`src/rhlb_pkg.sv`:
```
// shared types and constants for the rgb histogram log bar overlay
`timescale 1ns / 1ps
`default_nettype none
package rhlb_pkg;

  localparam int MANT_BITS = 30;
  localparam int NUM_BINS  = 256;
  localparam int BIN_AW    = 8;

  localparam logic [1:0] REQ_COUNT  = 2'd0;
  localparam logic [1:0] REQ_CLEAR  = 2'd1;
  localparam logic [1:0] REQ_RENDER = 2'd2;
  localparam logic [1:0] REQ_RSVD   = 2'd3;

  localparam logic [1:0] CFG_ENABLE   = 2'd0;
  localparam logic [1:0] CFG_LOG_BASE = 2'd1;
  localparam logic [1:0] CFG_AMP      = 2'd2;

  localparam logic       ENABLE_RST   = 1'b0;
  localparam logic [7:0] LOG_BASE_RST = 8'd110;
  localparam logic [7:0] AMP_RST      = 8'd100;

  localparam logic [9:0] PANEL_LO_A = 10'd12;
  localparam logic [9:0] PANEL_HI_A = 10'd268;
  localparam logic [9:0] PANEL_LO_B = 10'd292;
  localparam logic [9:0] PANEL_HI_B = 10'd548;

  // floor(b * 2^30 / 100) = b * floor(2^28 / 25) + floor(6 b / 25)
  localparam logic [7:0]  BASE_MIN       = 8'd101;
  localparam logic [31:0] BASE_MUL       = 32'd10737418;
  localparam logic [23:0] BASE_FIX_MUL   = 24'd7866;
  localparam int          BASE_FIX_SHIFT = 15;
  localparam logic [6:0]  HUNDRED        = 7'd100;

  localparam logic [7:0] PIX_ON  = 8'd255;
  localparam logic [7:0] PIX_OFF = 8'd0;

  typedef struct packed {
    logic accept;
    logic cnt_wr;
    logic clr_wr;
    logic base_start;
    logic lb_cap;
    logic d_mul;
    logic ch_start;
    logic lc_cap;
    logic ch_mul;
    logic ch_cmp;
    logic out_load;
  } cmd_t;

  typedef struct packed {
    logic req_count;
    logic req_clear;
    logic req_render;
    logic clr_last;
    logic log_done;
    logic mask_empty;
    logic out_free;
  } sts_t;

endpackage
`default_nettype wire

```
`src/rhlb_ctrl.sv`:
```
// request sequencer for count, clear and render
`timescale 1ns / 1ps
`default_nettype none
module rhlb_ctrl (
  input  wire logic           clk_i,
  input  wire logic           rst_ni,
  input  wire logic           in_valid_i,
  output logic                in_stall_o,
  input  wire rhlb_pkg::sts_t sts_i,
  output rhlb_pkg::cmd_t      cmd_o
);

  localparam logic [3:0] S_IDLE   = 4'd0;
  localparam logic [3:0] S_CWR    = 4'd1;
  localparam logic [3:0] S_BSTART = 4'd2;
  localparam logic [3:0] S_BRUN   = 4'd3;
  localparam logic [3:0] S_DMUL   = 4'd4;
  localparam logic [3:0] S_CSEL   = 4'd5;
  localparam logic [3:0] S_CRUN   = 4'd6;
  localparam logic [3:0] S_CMUL   = 4'd7;
  localparam logic [3:0] S_CCMP   = 4'd8;
  localparam logic [3:0] S_OUT    = 4'd9;
  localparam logic [3:0] S_CLR    = 4'd10;

  logic [3:0] state_q, state_d;

  always_comb begin
    state_d = state_q;
    cmd_o   = '0;
    case (state_q)
      S_IDLE: begin
        if (in_valid_i) begin
          cmd_o.accept = 1'b1;
          if (sts_i.req_count) begin
            state_d = S_CWR;
          end else if (sts_i.req_clear) begin
            state_d = S_CLR;
          end else if (sts_i.req_render) begin
            state_d = S_BSTART;
          end
        end
      end
      S_CWR: begin
        cmd_o.cnt_wr = 1'b1;
        state_d      = S_IDLE;
      end
      S_CLR: begin
        cmd_o.clr_wr = 1'b1;
        if (sts_i.clr_last) begin
          state_d = S_IDLE;
        end
      end
      S_BSTART: begin
        cmd_o.base_start = 1'b1;
        state_d          = S_BRUN;
      end
      S_BRUN: begin
        if (sts_i.log_done) begin
          cmd_o.lb_cap = 1'b1;
          state_d      = S_DMUL;
        end
      end
      S_DMUL: begin
        cmd_o.d_mul = 1'b1;
        state_d     = S_CSEL;
      end
      S_CSEL: begin
        if (sts_i.mask_empty) begin
          state_d = S_OUT;
        end else begin
          cmd_o.ch_start = 1'b1;
          state_d        = S_CRUN;
        end
      end
      S_CRUN: begin
        if (sts_i.log_done) begin
          cmd_o.lc_cap = 1'b1;
          state_d      = S_CMUL;
        end
      end
      S_CMUL: begin
        cmd_o.ch_mul = 1'b1;
        state_d      = S_CCMP;
      end
      S_CCMP: begin
        cmd_o.ch_cmp = 1'b1;
        state_d      = S_CSEL;
      end
      S_OUT: begin
        if (sts_i.out_free) begin
          cmd_o.out_load = 1'b1;
          state_d        = S_IDLE;
        end
      end
      default: state_d = S_IDLE;
    endcase
  end

  // bins are zeroed by a clearing pass straight after reset
  always_ff @(posedge clk_i or negedge rst_ni) begin
    if (!rst_ni) begin
      state_q <= S_CLR;
    end else begin
      state_q <= state_d;
    end
  end

  assign in_stall_o = (state_q != S_IDLE);

`ifndef NO_ASSERTIONS
  a_done_when_waiting: assert property (@(posedge clk_i) disable iff (!rst_ni)
    sts_i.log_done |-> (state_q == S_BRUN || state_q == S_CRUN))
    else $error("log unit finished while sequencer not waiting");

  a_out_free: assert property (@(posedge clk_i) disable iff (!rst_ni)
    cmd_o.out_load |-> sts_i.out_free)
    else $error("result loaded over an unread result");

  a_base_not_instant: assert property (@(posedge clk_i) disable iff (!rst_ni)
    state_q == S_BSTART |=> !sts_i.log_done)
    else $error("log unit reported done right after start");

  a_cmp_returns: assert property (@(posedge clk_i) disable iff (!rst_ni)
    state_q == S_CCMP |=> state_q == S_CSEL)
    else $error("channel compare not followed by channel select");
`endif

endmodule
`default_nettype wire

```
`config.mk`:
```
export PLATFORM = sky130hd
export DESIGN_NAME = rhlb_ctrl
export DESIGN_NICKNAME = d
export VERILOG_FILES = /design/src/rhlb_pkg.sv /design/src/rhlb_ctrl.sv
export SDC_FILE = /design/constraint.sdc
export NUM_CORES = 1
export LEC_CHECK = 0
export BUFFER_PORTS_ARGS = -buffer_cell sky130_fd_sc_hd__buf_4
export CAP_MARGIN = 20
export CORE_AREA = 5 5 42 44
export DETAILED_ROUTE_END_ITERATION = 12
export DIE_AREA = 0 0 47 49
export PLACE_DENSITY = 0.64
export SYNTH_ARGS = -nofsm -noshare
export SYNTH_HDL_FRONTEND = slang
export SYNTH_SLANG_ARGS = --single-unit
export TNS_END_PERCENT = 20
```
`constraint.sdc`:
```
create_clock -name clk_i -period 4.1 [get_ports clk_i]
set_input_delay 0.41 -clock clk_i [delete_from_list [all_inputs] [get_ports clk_i]]
set_output_delay 0.41 -clock clk_i [all_outputs]
set_load 0.02 [all_outputs]
```
* After elaboration in Yosys (flattened, before gate mapping)
Index checks and enable logic that the tools add are counted.
** Operators by class
- Equality and inequality tests :: 16
- Muxes and demuxes :: 25
- Reductions and logical operators :: 4
** Operator list (number)
- $mux 4 :: 9
- $pmux 4 s9 :: 1
- $eq 4x3->1 const B :: 4
- $mux 1 :: 15
- $eq 4x4->1 const B :: 3
- $ne 2x2->1 const B :: 5
- $eq 4x2->1 const B :: 2
- $reduce_and 6->1 :: 1
- $eq 4x1->1 const B :: 1
- $logic_not 4->1 :: 1
- $ne 4x4->1 const B :: 1
- $reduce_bool 4->1 :: 1
- $reduce_or 2->1 :: 1
** Word-level totals
- Register bits after elaboration :: 4
- Bits of input ports :: 10
- Output and inout bits :: 12
- Logic and storage cells :: 46

* Depth between registers and ports, before layout
Gate-level depths: netlist of run 1.
- Depth in word-level cells :: 5
- Depth in mapped cells :: 5
- Gate-level depth less buffers :: 4

* Least setup slack after synthesis of run 1
OpenSTA, ideal clock, no wires.
- Path type :: flip-flop to flip-flop
- From :: register state_q[0]
- To :: register state_q[0]
- Setup time :: 125 ps
- Arrival :: 1933 ps
- Data required time :: 3975 ps
- Slack :: 2042 ps
- Cell stages (with the launch flop) :: 6
- Buffers on the path :: 1
- Clock period less this slack :: 2058 ps
- Cell sequence :: dfrtp_1 buf_6 or4_4 or4_4 o311ai_2 mux2_4
** On the way
- Longest elaborated chain between the ends :: 3
- Elaborated cells on any way between the ends :: 19
- Classes of those cells :: eq/ne (15); mux (1); reduce/logical (3)
** Ends and longest elaborated chain
- start: declaration :: line rhlb_ctrl.sv:25 : logic [3:0] state_q, state_d;
- start signal: assignment :: line rhlb_ctrl.sv:104 : state_q <= state_d;
- $eq 4x4->1 (tied with other cells) :: line rhlb_ctrl.sv:30 : case (state_q)
- $reduce_or 2->1 (no source line) (tied with other cells)
- $pmux 4 s9 / $reduce_and 6->1 (equally long branches)
Parallel ways exist; a longest one is shown, timed or not.
A chain may end at the register's enable or synchronous reset.

* Worst setup path after layout of run 1
Same ends and word-level chain as after synthesis.

==> impl_metrics.py, run 1 <==
metrics = {
    "synth": {
        "synth_cell_types": 27,
        "seq_area_frac_synth_pct": 23.3,
        "synth_top_area_share_pct": 11.9,
        "synth.cell_area_um2": 440,
        "synth-seq-cells": 4,
        "synth_area_leaders": "dfstp_2, dfrtp_1, nor3_1, mux2_4, nor4b_1",
        "synth_nets": 64,
        "synthCells": 54,
        "yosysWarnings": 0,
        "synth_top_area_cell": "dfstp_2",
        "syn-mean-instance-area_um2": 8.16,
    },
    "power": {
        "p_per_area_mw_per_mm2": 679,
        "power_mw": 0.424,
        "irDropWorstVdd_mv": 0.312,
        "p_leak_nw": 0.278,
    },
    "worst_hold_path": {
        "min_path_type": "input port to async pin",
    },
    "run_status": {
        "status": "finished clean",
    },
    "placed_design": {
        "gp_congestion": 0.756,
        "io_buffers": 21,
        "dp_hpwl_um": 889,
    },
    "floorplanning": {
        "dieHeight_um": 49,
        "initial_utilization_pct": 31.4,
        "fp.dieW_um": 47,
        "die_area_mm2": 0.00230,
        "num_rows": 14,
        "pin_count": 22,
        "coreArea_mm2": 0.00140,
    },
    "detailed_routing": {
        "drt_iter0_drc": 7,
        "highest_layer": "met3",
        "drtPass1Iterations": 3,
        "drt-vias-per-instance": 5.31,
        "wl_um": 1240,
        "drc": 0,
        "wl_per_cell_um": 13.8,
        "met1_length_um": 583,
        "wl_met2_um": 574,
        "antenna_left": 0,
        "num_vias": 478,
        "wl_met3_um": 83,
    },
    "timing": {
        "rsz0062_at_grt": "no",
        "period_share_pct": 53.4,
        "clock_skew_ns": 0.00269,
        "tightest_slew_ns": 0.517,
        "setup_viol": 0,
        "slew_headroom_pct": 65.5,
        "drv_slew": 0,
        "hold_violations": 0,
        "final.setup.tns_ns": 0,
        "fmax_mhz": 456,
        "fin_crit_ns": 2.19,
    },
    "critical_path": {
        "required_ns": 4.22,
        "crit_fanout": 19,
        "r2r_setup_slack_ns": 1.91,
        "worst_ep_arrival_time_ns": 2.31,
        "crit_path_start_kind": "register",
        "crit_type": "register to register",
        "worstSetupEndpointType": "register",
        "rr_worst_depth": 4,
    },
    "cts": {
        "cts_resized": 0,
        "clock_latency_ns": 0.24,
        "cts_sinks": 4,
        "numCtsBuffers": 3,
        "cts_max_level": 1,
        "cts_tree": "done",
        "cts-root-buf": "clkbuf_4",
        "clkTransAtPathRegs_ns": 0.04,
        "clockBufferDepth": 2,
    },
    "cells_and_area": {
        "postLayoutCoreUtil_pct": 44.6,
        "top_regs": "state_q x4",
        "antenna_cells": 0,
        "largest_register_ff_count": 4,
        "regMostFlops": "state_q",
        "layout-drive-gt1-share_pct": 44.6,
        "final_nets": 86,
        "syn_to_final_growth_pct": 41.8,
    },
    "grt": {
        "grt_antenna_before_repair": 0,
        "gr-total-overflow": 0,
        "track_usage_pct": 11.8,
        "grt_pass1_vias": 447,
        "grt_pass1_wl_um": 2000,
        "grt_max_degree": 20,
    },
    "job": {
        "cap_violations": 0,
    },
}
-- cell usage after synthesis (all sizes together) --
master   count
nor4b        3
dfrtp        2
a21oi        1
nor2b        1
mux2         3
dfstp        2
inv          3
o21ba        1
nand2        1
o22ai        1
o32ai        2
o22a         1
o31ai        2
nand3        1
and3         1
a2bb2oi      1
nor3         9
a31oi        1
nor2         5
buf          1
nand2b       3
or2b         1
clkbuf       4
o21ai        1
o311ai       1
or4          2
-- critical path: stages, from the launching register on --
cell	delay (ns)
dfrtp_1	0.56
or4_4	0.61
or4_4	0.43
o311ai_2	0.14
mux2_4	0.33
-- stage by stage --
| step | cell area (µm²) | hold slack [ns] | setup WS (ns) | instances |
|---|---|---|---|---|
| 2_1_floorplan | 440 | 0.114 | 2.04 | 54 |
| 3_3_place_gp | 592 | 0.207 | 1.95 | 86 |
| 3_5_place_dp | 592 | 0.208 | 1.92 | 86 |
| 4_1_cts | 624 | 0.497 | 1.92 | 90 |
| 5_1_grt | 624 | 0.526 | 1.85 | 90 |
| 6_report | 624 | 0.521 | 1.91 | 90 |
-- layout by cell type (no fill, tap or decap), types with 2 or more instances in the layout --
cell type  instances
nor3_1             9
mux2_4             2
o31ai_1            2
clkbuf_4           3
inv_1              3
dfstp_2            2
o32ai_1            2
buf_4             21
nor4b_1            3
dfrtp_1            2
nor2_1             5
or4_4              2
nand2b_1           3
-- power breakdown --
group          total (mW)  switching [mW]  internal (mW)
clock network      0.0503          0.0175         0.0328
registers           0.126          0.0649         0.0615
logic               0.247           0.113          0.134
-- path summary, 6_finish.rpt --
path	startpoint	endpoint
max	state_q[0]	state_q[0]
min	rst_ni	state_q[2]
max reg2reg	state_q[0]	state_q[0]
min reg2reg	state_q[1]	state_q[2]
max in group asynchronous	rst_ni	state_q[3]
min in group clk_i	sts_i[1]	state_q[2]
-- logic make-up after synthesis --
family,share of synthesized area [%]
flip-flops,23.3
AO/OA/AOI/OAI,22.4
AND/OR/NAND/NOR,36.4
buffers and inverters,8.52
multiplexers,9.38
-- cell type report --
type	count	area, µm²
multi-input cells	42	300
fillers	155	777
clock buffers	3	22.5
repair buffers	22	168
inverters	3	11.3
flip-flops and latches	4	103
well taps	16	20.0
-- layer usage --
| layer | up-vias | track usage [%] |
|---|---|---|
| li1 | 244 | - |
| met1 | 217 | 16.1 |
| met2 | 17 | 17.0 |
| met3 | 0 | 4.80 |
| met4 | 0 | 2.76 |
| met5 | - | 0 |
-- repair_timing --
action	CTS	global route
hold endpoints to repair	2	0
endpoints found under the setup margin	0	0
hold buffers	1	0
buffers inserted	0	0
(Power assumes the default switching activity.)
==> run 2: changes to the inputs <==
==> constraint.sdc (replaced) <==
create_clock -name clk_i -period 2.1 [get_ports clk_i]
set_input_delay 0.21 -clock clk_i [delete_from_list [all_inputs] [get_ports clk_i]]
set_output_delay 0.21 -clock clk_i [all_outputs]
set_load 0.02 [all_outputs]
==> run 2 against run 1 <==
  * Die area is the same
  * First-iteration DRC count grew 110%
  * Critical path depth unchanged
  * Power rose by 110%
  * Register-to-register slack worse by 1.7 ns
  * Largest cell class unchanged
  * Via count up 5.2%
==> impl_metrics.py, run 2 (synthesized netlist as in run 1, its figures left out) <==
metrics = {
    "detailed_routing": {
        "num_vias": 503,
        "wl_per_cell_um": 13.3,
        "antenna_left": 0,
        "drtPass1Iterations": 4,
        "drt-vias-per-instance": 5.35,
        "drt_iter0_drc": 15,
        "drc": 0,
        "wl_um": 1250,
    },
    "critical_path": {
        "setup.worst_path.end": "state_q[0]",
        "startpoint": "state_q[1]",
        "worst_ep_arrival_time_ns": 2.05,
        "r2r_end": "state_q[0]",
        "crit_type": "register to register",
        "rr_worst_depth": 4,
        "crit_path_start_kind": "register",
        "crit_fanout": 4,
        "worstSetupEndpointType": "register",
        "timing.rr.start": "state_q[1]",
        "r2r_setup_slack_ns": 0.17,
        "required_ns": 2.22,
    },
    "timing": {
        "fin_ws_ns": 0.169,
        "fmax_mhz": 518,
        "hold_violations": 0,
        "period_share_pct": 91.9,
        "clock_skew_ns": 0.000786,
        "rsz0062_at_grt": "no",
        "final.setup.tns_ns": 0,
        "tightest_slew_ns": 0.406,
        "setup_viol": 0,
        "fin_hold_ws_ns": 0.316,
        "slew_headroom_pct": 72.9,
        "drv_slew": 0,
        "fin_crit_ns": 1.93,
    },
    "cts": {
        "cts_max_level": 1,
        "cts-root-buf": "clkbuf_4",
        "cts_tree": "done",
        "post-cts-setup-buffers": 0,
        "cts_sinks": 4,
        "clkTransAtPathRegs_ns": 0.04,
        "clockBufferDepth": 2,
        "clock_latency_ns": 0.23,
        "numCtsBuffers": 3,
    },
    "cells_and_area": {
        "design_area_um2": 654,
        "syn_to_final_growth_pct": 48.6,
        "regMostFlops": "state_q",
        "postLayoutCoreUtil_pct": 46.7,
        "largest_register_ff_count": 4,
        "top_regs": "state_q x4",
        "final_common_cell": "buf_4",
        "fin_cells": 94,
        "antenna_cells": 0,
        "final_cell_mix": "buf_4, nor3_1, nor2_1",
        "final_nets": 90,
        "layout-drive-gt1-share_pct": 47.4,
        "fillers": 152,
    },
    "power": {
        "p_leak_nw": 0.298,
        "power_mw": 0.875,
        "p_per_area_mw_per_mm2": 1340,
        "switching_share_pct": 44.7,
        "comb_power_share_pct": 73.4,
        "clock_power_share_pct": 11.2,
        "irDropWorstVdd_mv": 0.552,
        "p_int_mw": 0.484,
        "seq_power_share_pct": 15.4,
        "switching_power_mw": 0.391,
    },
    "grt": {
        "grt_pass1_vias": 471,
        "busiest_layer": "met2",
        "met1_usage_pct": 15.4,
        "track_usage_pct": 11.4,
        "grt_pass1_wl_um": 2000,
        "grt_use_met3_pct": 0.738,
        "gr-total-overflow": 0,
        "grt_antenna_before_repair": 0,
        "grt_max_degree": 19,
        "use_met2_pct": 17.6,
    },
    "floorplanning": {
        "dieHeight_um": 49,
        "coreArea_mm2": 0.00140,
        "initial_utilization_pct": 31.4,
        "die_area_mm2": 0.00230,
        "fp.dieW_um": 47,
        "pin_count": 22,
        "num_rows": 14,
    },
    "placed_design": {
        "io_buffers": 21,
        "place_ws_ns": 0.169,
        "gp_congestion": 0.759,
        "dpl-instance-area_um2": 622,
        "place_inst": 90,
        "dp_hpwl_um": 933,
    },
    "worst_hold_path": {
        "min_path_type": "input port to async pin",
    },
    "run_status": {
        "status": "finished clean",
    },
    "job": {
        "cap_violations": 0,
    },
}
run 2: cell count changes in the layout (fill, tap and decap cells not counted):
cell / previous run / this run
buf_4: 21 / 25
run 2: worst min-delay path by stage:
stage | slack, ns | cells after the start | startpoint | to
6_report | 0.32 | 2 | rst_ni | state_q[2]
5_1_grt | 0.32 | 2 | rst_ni | state_q[2]
4_1_cts | 0.30 | 2 | rst_ni | state_q[0]
3_5_place_dp | 0.007 | 1 | rst_ni | state_q[2]
3_3_place_gp | 0.005 | 1 | rst_ni | state_q[2]
2_1_floorplan | -0.09 | 0 | rst_ni | state_q[0]
run 2: final cells by class:
cell class              instances  area, µm²  share of cell area, %
inverters                       3       11.3                   1.72
flip-flops and latches          4        103                   15.7
well taps                      16       20.0                   3.06
multi-input cells              42        300                   45.9
clock buffers                   3       22.5                   3.44
repair buffers                 26        198                   30.2
run 2: critical path: stages, from the launching register on:
cell and delay (ns):
dfstp_2 0.36, or4_4 0.55, or4_4 0.43, o311ai_2 0.14
mux2_4 0.33
run 2: metal layers:
layer / vias to the layer above / part of all wire, %
li1: 253 / -
met1: 232 / 45
met2: 18 / 50
met3: 0 / 5.1
met4: 0 / 0
met5: - / 0
run 2: what timing repair did:
item	4_1_cts	5_1_grt
gates resized for setup	0	0
endpoints found under the hold margin	4	0
hold buffers	1	0
run 2: power groups by stage:
stage	Combinational [mW]	Clock, mW	Sequential, mW
after floorplan	0.455	0	0.146
after global placement	0.639	0	0.134
after detailed placement	0.641	0	0.135
after CTS	0.645	0.101	0.135
after global routing	0.695	0.102	0.139
final	0.643	0.0977	0.135
==> run 3: changes to the inputs <==
--- a/config.mk
+++ b/config.mk
@@ -7,9 +7,9 @@
 export LEC_CHECK = 0
 export BUFFER_PORTS_ARGS = -buffer_cell sky130_fd_sc_hd__buf_4
 export CAP_MARGIN = 20
-export CORE_AREA = 5 5 42 44
+export CORE_AREA = 2 2 39 41
 export DETAILED_ROUTE_END_ITERATION = 12
-export DIE_AREA = 0 0 47 49
+export DIE_AREA = 0 0 41 43
 export PLACE_DENSITY = 0.64
 export SYNTH_ARGS = -nofsm -noshare
 export SYNTH_HDL_FRONTEND = slang
==> run 3 against run 2 <==
  * Power barely moved
  * Clock skew up 0.0029 ns
  * Combinational power rose by 0.8%
  * Register-to-register slack about the same
  * Sequential power about the same
  * Worst setup slack got worse by 0.014 ns
  * Wire length is 3.0% lower
  * Die area fell by 23%
  * Via count shrank 0.20%
  * Global-route usage is 5.1 points higher
  * Final area did not move
  * Highest routed layer unchanged
==> impl_metrics.py, run 3 (synthesized netlist as in run 1, its figures left out) <==
metrics = {
    "floorplanning": {
        "num_rows": 14,
        "initial_utilization_pct": 31.8,
        "die_area_mm2": 0.00176,
        "coreArea_mm2": 0.00138,
        "fp.dieW_um": 41,
        "dieHeight_um": 43,
        "pin_count": 22,
    },
    "placed_design": {
        "dpl-instance-area_um2": 622,
        "io_buffers": 21,
        "gp_congestion": 0.740,
        "dp_hpwl_um": 892,
    },
    "power": {
        "p_leak_nw": 0.298,
        "power_mw": 0.876,
        "p_per_area_mw_per_mm2": 1340,
        "irDropWorstVdd_mv": 0.387,
    },
    "run_status": {
        "status": "finished clean",
    },
    "cts": {
        "cts-root-buf": "clkbuf_4",
        "post-cts-setup-buffers": 0,
        "cts_tree": "done",
        "clockBufferDepth": 2,
        "clock_latency_ns": 0.23,
        "clkTransAtPathRegs_ns": 0.04,
        "numCtsBuffers": 3,
        "cts_resized": 0,
        "hold_buffers": 1,
        "cts_max_level": 1,
        "cts_sinks": 4,
    },
    "cells_and_area": {
        "design_area_um2": 654,
        "antenna_cells": 0,
        "syn_to_final_growth_pct": 48.6,
        "final_nets": 90,
        "largest_register_ff_count": 4,
        "fillers": 149,
        "postLayoutCoreUtil_pct": 47.3,
        "top_regs": "state_q x4",
        "regMostFlops": "state_q",
        "layout-drive-gt1-share_pct": 47.4,
        "final_common_cell": "buf_4",
        "final_cell_mix": "buf_4, nor3_1, nor2_1",
    },
    "detailed_routing": {
        "drt_iter0_drc": 15,
        "wl_um": 1220,
        "drtPass1Iterations": 4,
        "drt-vias-per-instance": 5.34,
        "antenna_left": 0,
        "wl_per_cell_um": 12.9,
        "drc": 0,
        "num_vias": 502,
    },
    "timing": {
        "drv_slew": 0,
        "setup_viol": 0,
        "slew_headroom_pct": 73.3,
        "hold_violations": 0,
        "fin_crit_ns": 1.95,
        "clock_skew_ns": 0.00367,
        "final.setup.tns_ns": 0,
        "rsz0062_at_grt": "no",
        "period_share_pct": 92.6,
        "tightest_slew_ns": 0.397,
        "fin_hold_ws_ns": 0.322,
        "fmax_mhz": 514,
    },
    "critical_path": {
        "slowest_stage": "or4_4",
        "path_cells": "or4_4 > or4_4 > o311ai_2 > mux2_4",
        "crit_family": "simple AND/OR/NAND/NOR gates",
        "worst_ep_arrival_time_ns": 2.06,
        "critPathMaxStageDelay_ns": 0.54,
        "cp_common_cell": "or4_4",
        "crit_path_start_kind": "register",
        "crit_fanout": 4,
        "critPathBufInv": 0,
        "worstSetupEndpointType": "register",
        "crit_type": "register to register",
        "required_ns": 2.21,
    },
    "grt": {
        "grt_pass1_wl_um": 1990,
        "gr-total-overflow": 0,
        "grt_antenna_before_repair": 0,
        "grt_pass1_vias": 477,
        "grt_max_degree": 19,
        "track_usage_pct": 16.5,
    },
    "job": {
        "cap_violations": 0,
    },
    "worst_hold_path": {
        "min_path_type": "input port to async pin",
    },
}
[run 3: metal layers]
layer / up-vias / global-route usage [%] / part of all wire [%]
li1: 251 / - / -
met1: 238 / 22.4 / 45
met2: 13 / 25.0 / 50
met3: 0 / 1.57 / 5.1
met4: 0 / 8.00 / 0
met5: - / 0 / 0
[run 3: final cells by class]
class                   instances  area [µm²]  area share (%)
clock buffers                   3        22.5            3.44
multi-input cells              42         300            45.9
well taps                      16        20.0            3.06
repair buffers                 26         198            30.2
flip-flops and latches          4         103            15.7
inverters                       3        11.3            1.72
[run 3: final timing paths]
check	startpoint	to	slack, ns	cells past startpoint
worst max-delay path	state_q[0]	state_q[0]	0.15	4
worst min-delay path	rst_ni	state_q[0]	0.32	2
worst max register to register	state_q[0]	state_q[0]	0.15	4
worst min register to register	state_q[1]	state_q[1]	0.75	3
max in group asynchronous	rst_ni	state_q[3]	1.58	2
min in group clk_i	sts_i[1]	state_q[1]	0.35	4
[run 3: through the flow]
step	cells	setup WS [ns]
6_report	94	0.155
5_1_grt	94	0.0990
4_1_cts	94	0.147
3_5_place_dp	90	0.152
3_3_place_gp	90	0.195
2_1_floorplan	54	0.0421
[run 3: worst reg2reg max path: stages (launching register included)]
cell and delay, ns:
dfrtp_1 0.37, or4_4 0.54, or4_4 0.43, o311ai_2 0.14
mux2_4 0.34
[run 3: power breakdown]
part	internal [mW]	switching [mW]	leakage (nW)	total, mW
Clock	0.0636	0.0276	0.0138	0.0912
Sequential	0.119	0.0169	0.0456	0.136
Combinational	0.301	0.348	0.239	0.648
Total	0.484	0.392	0.298	0.876
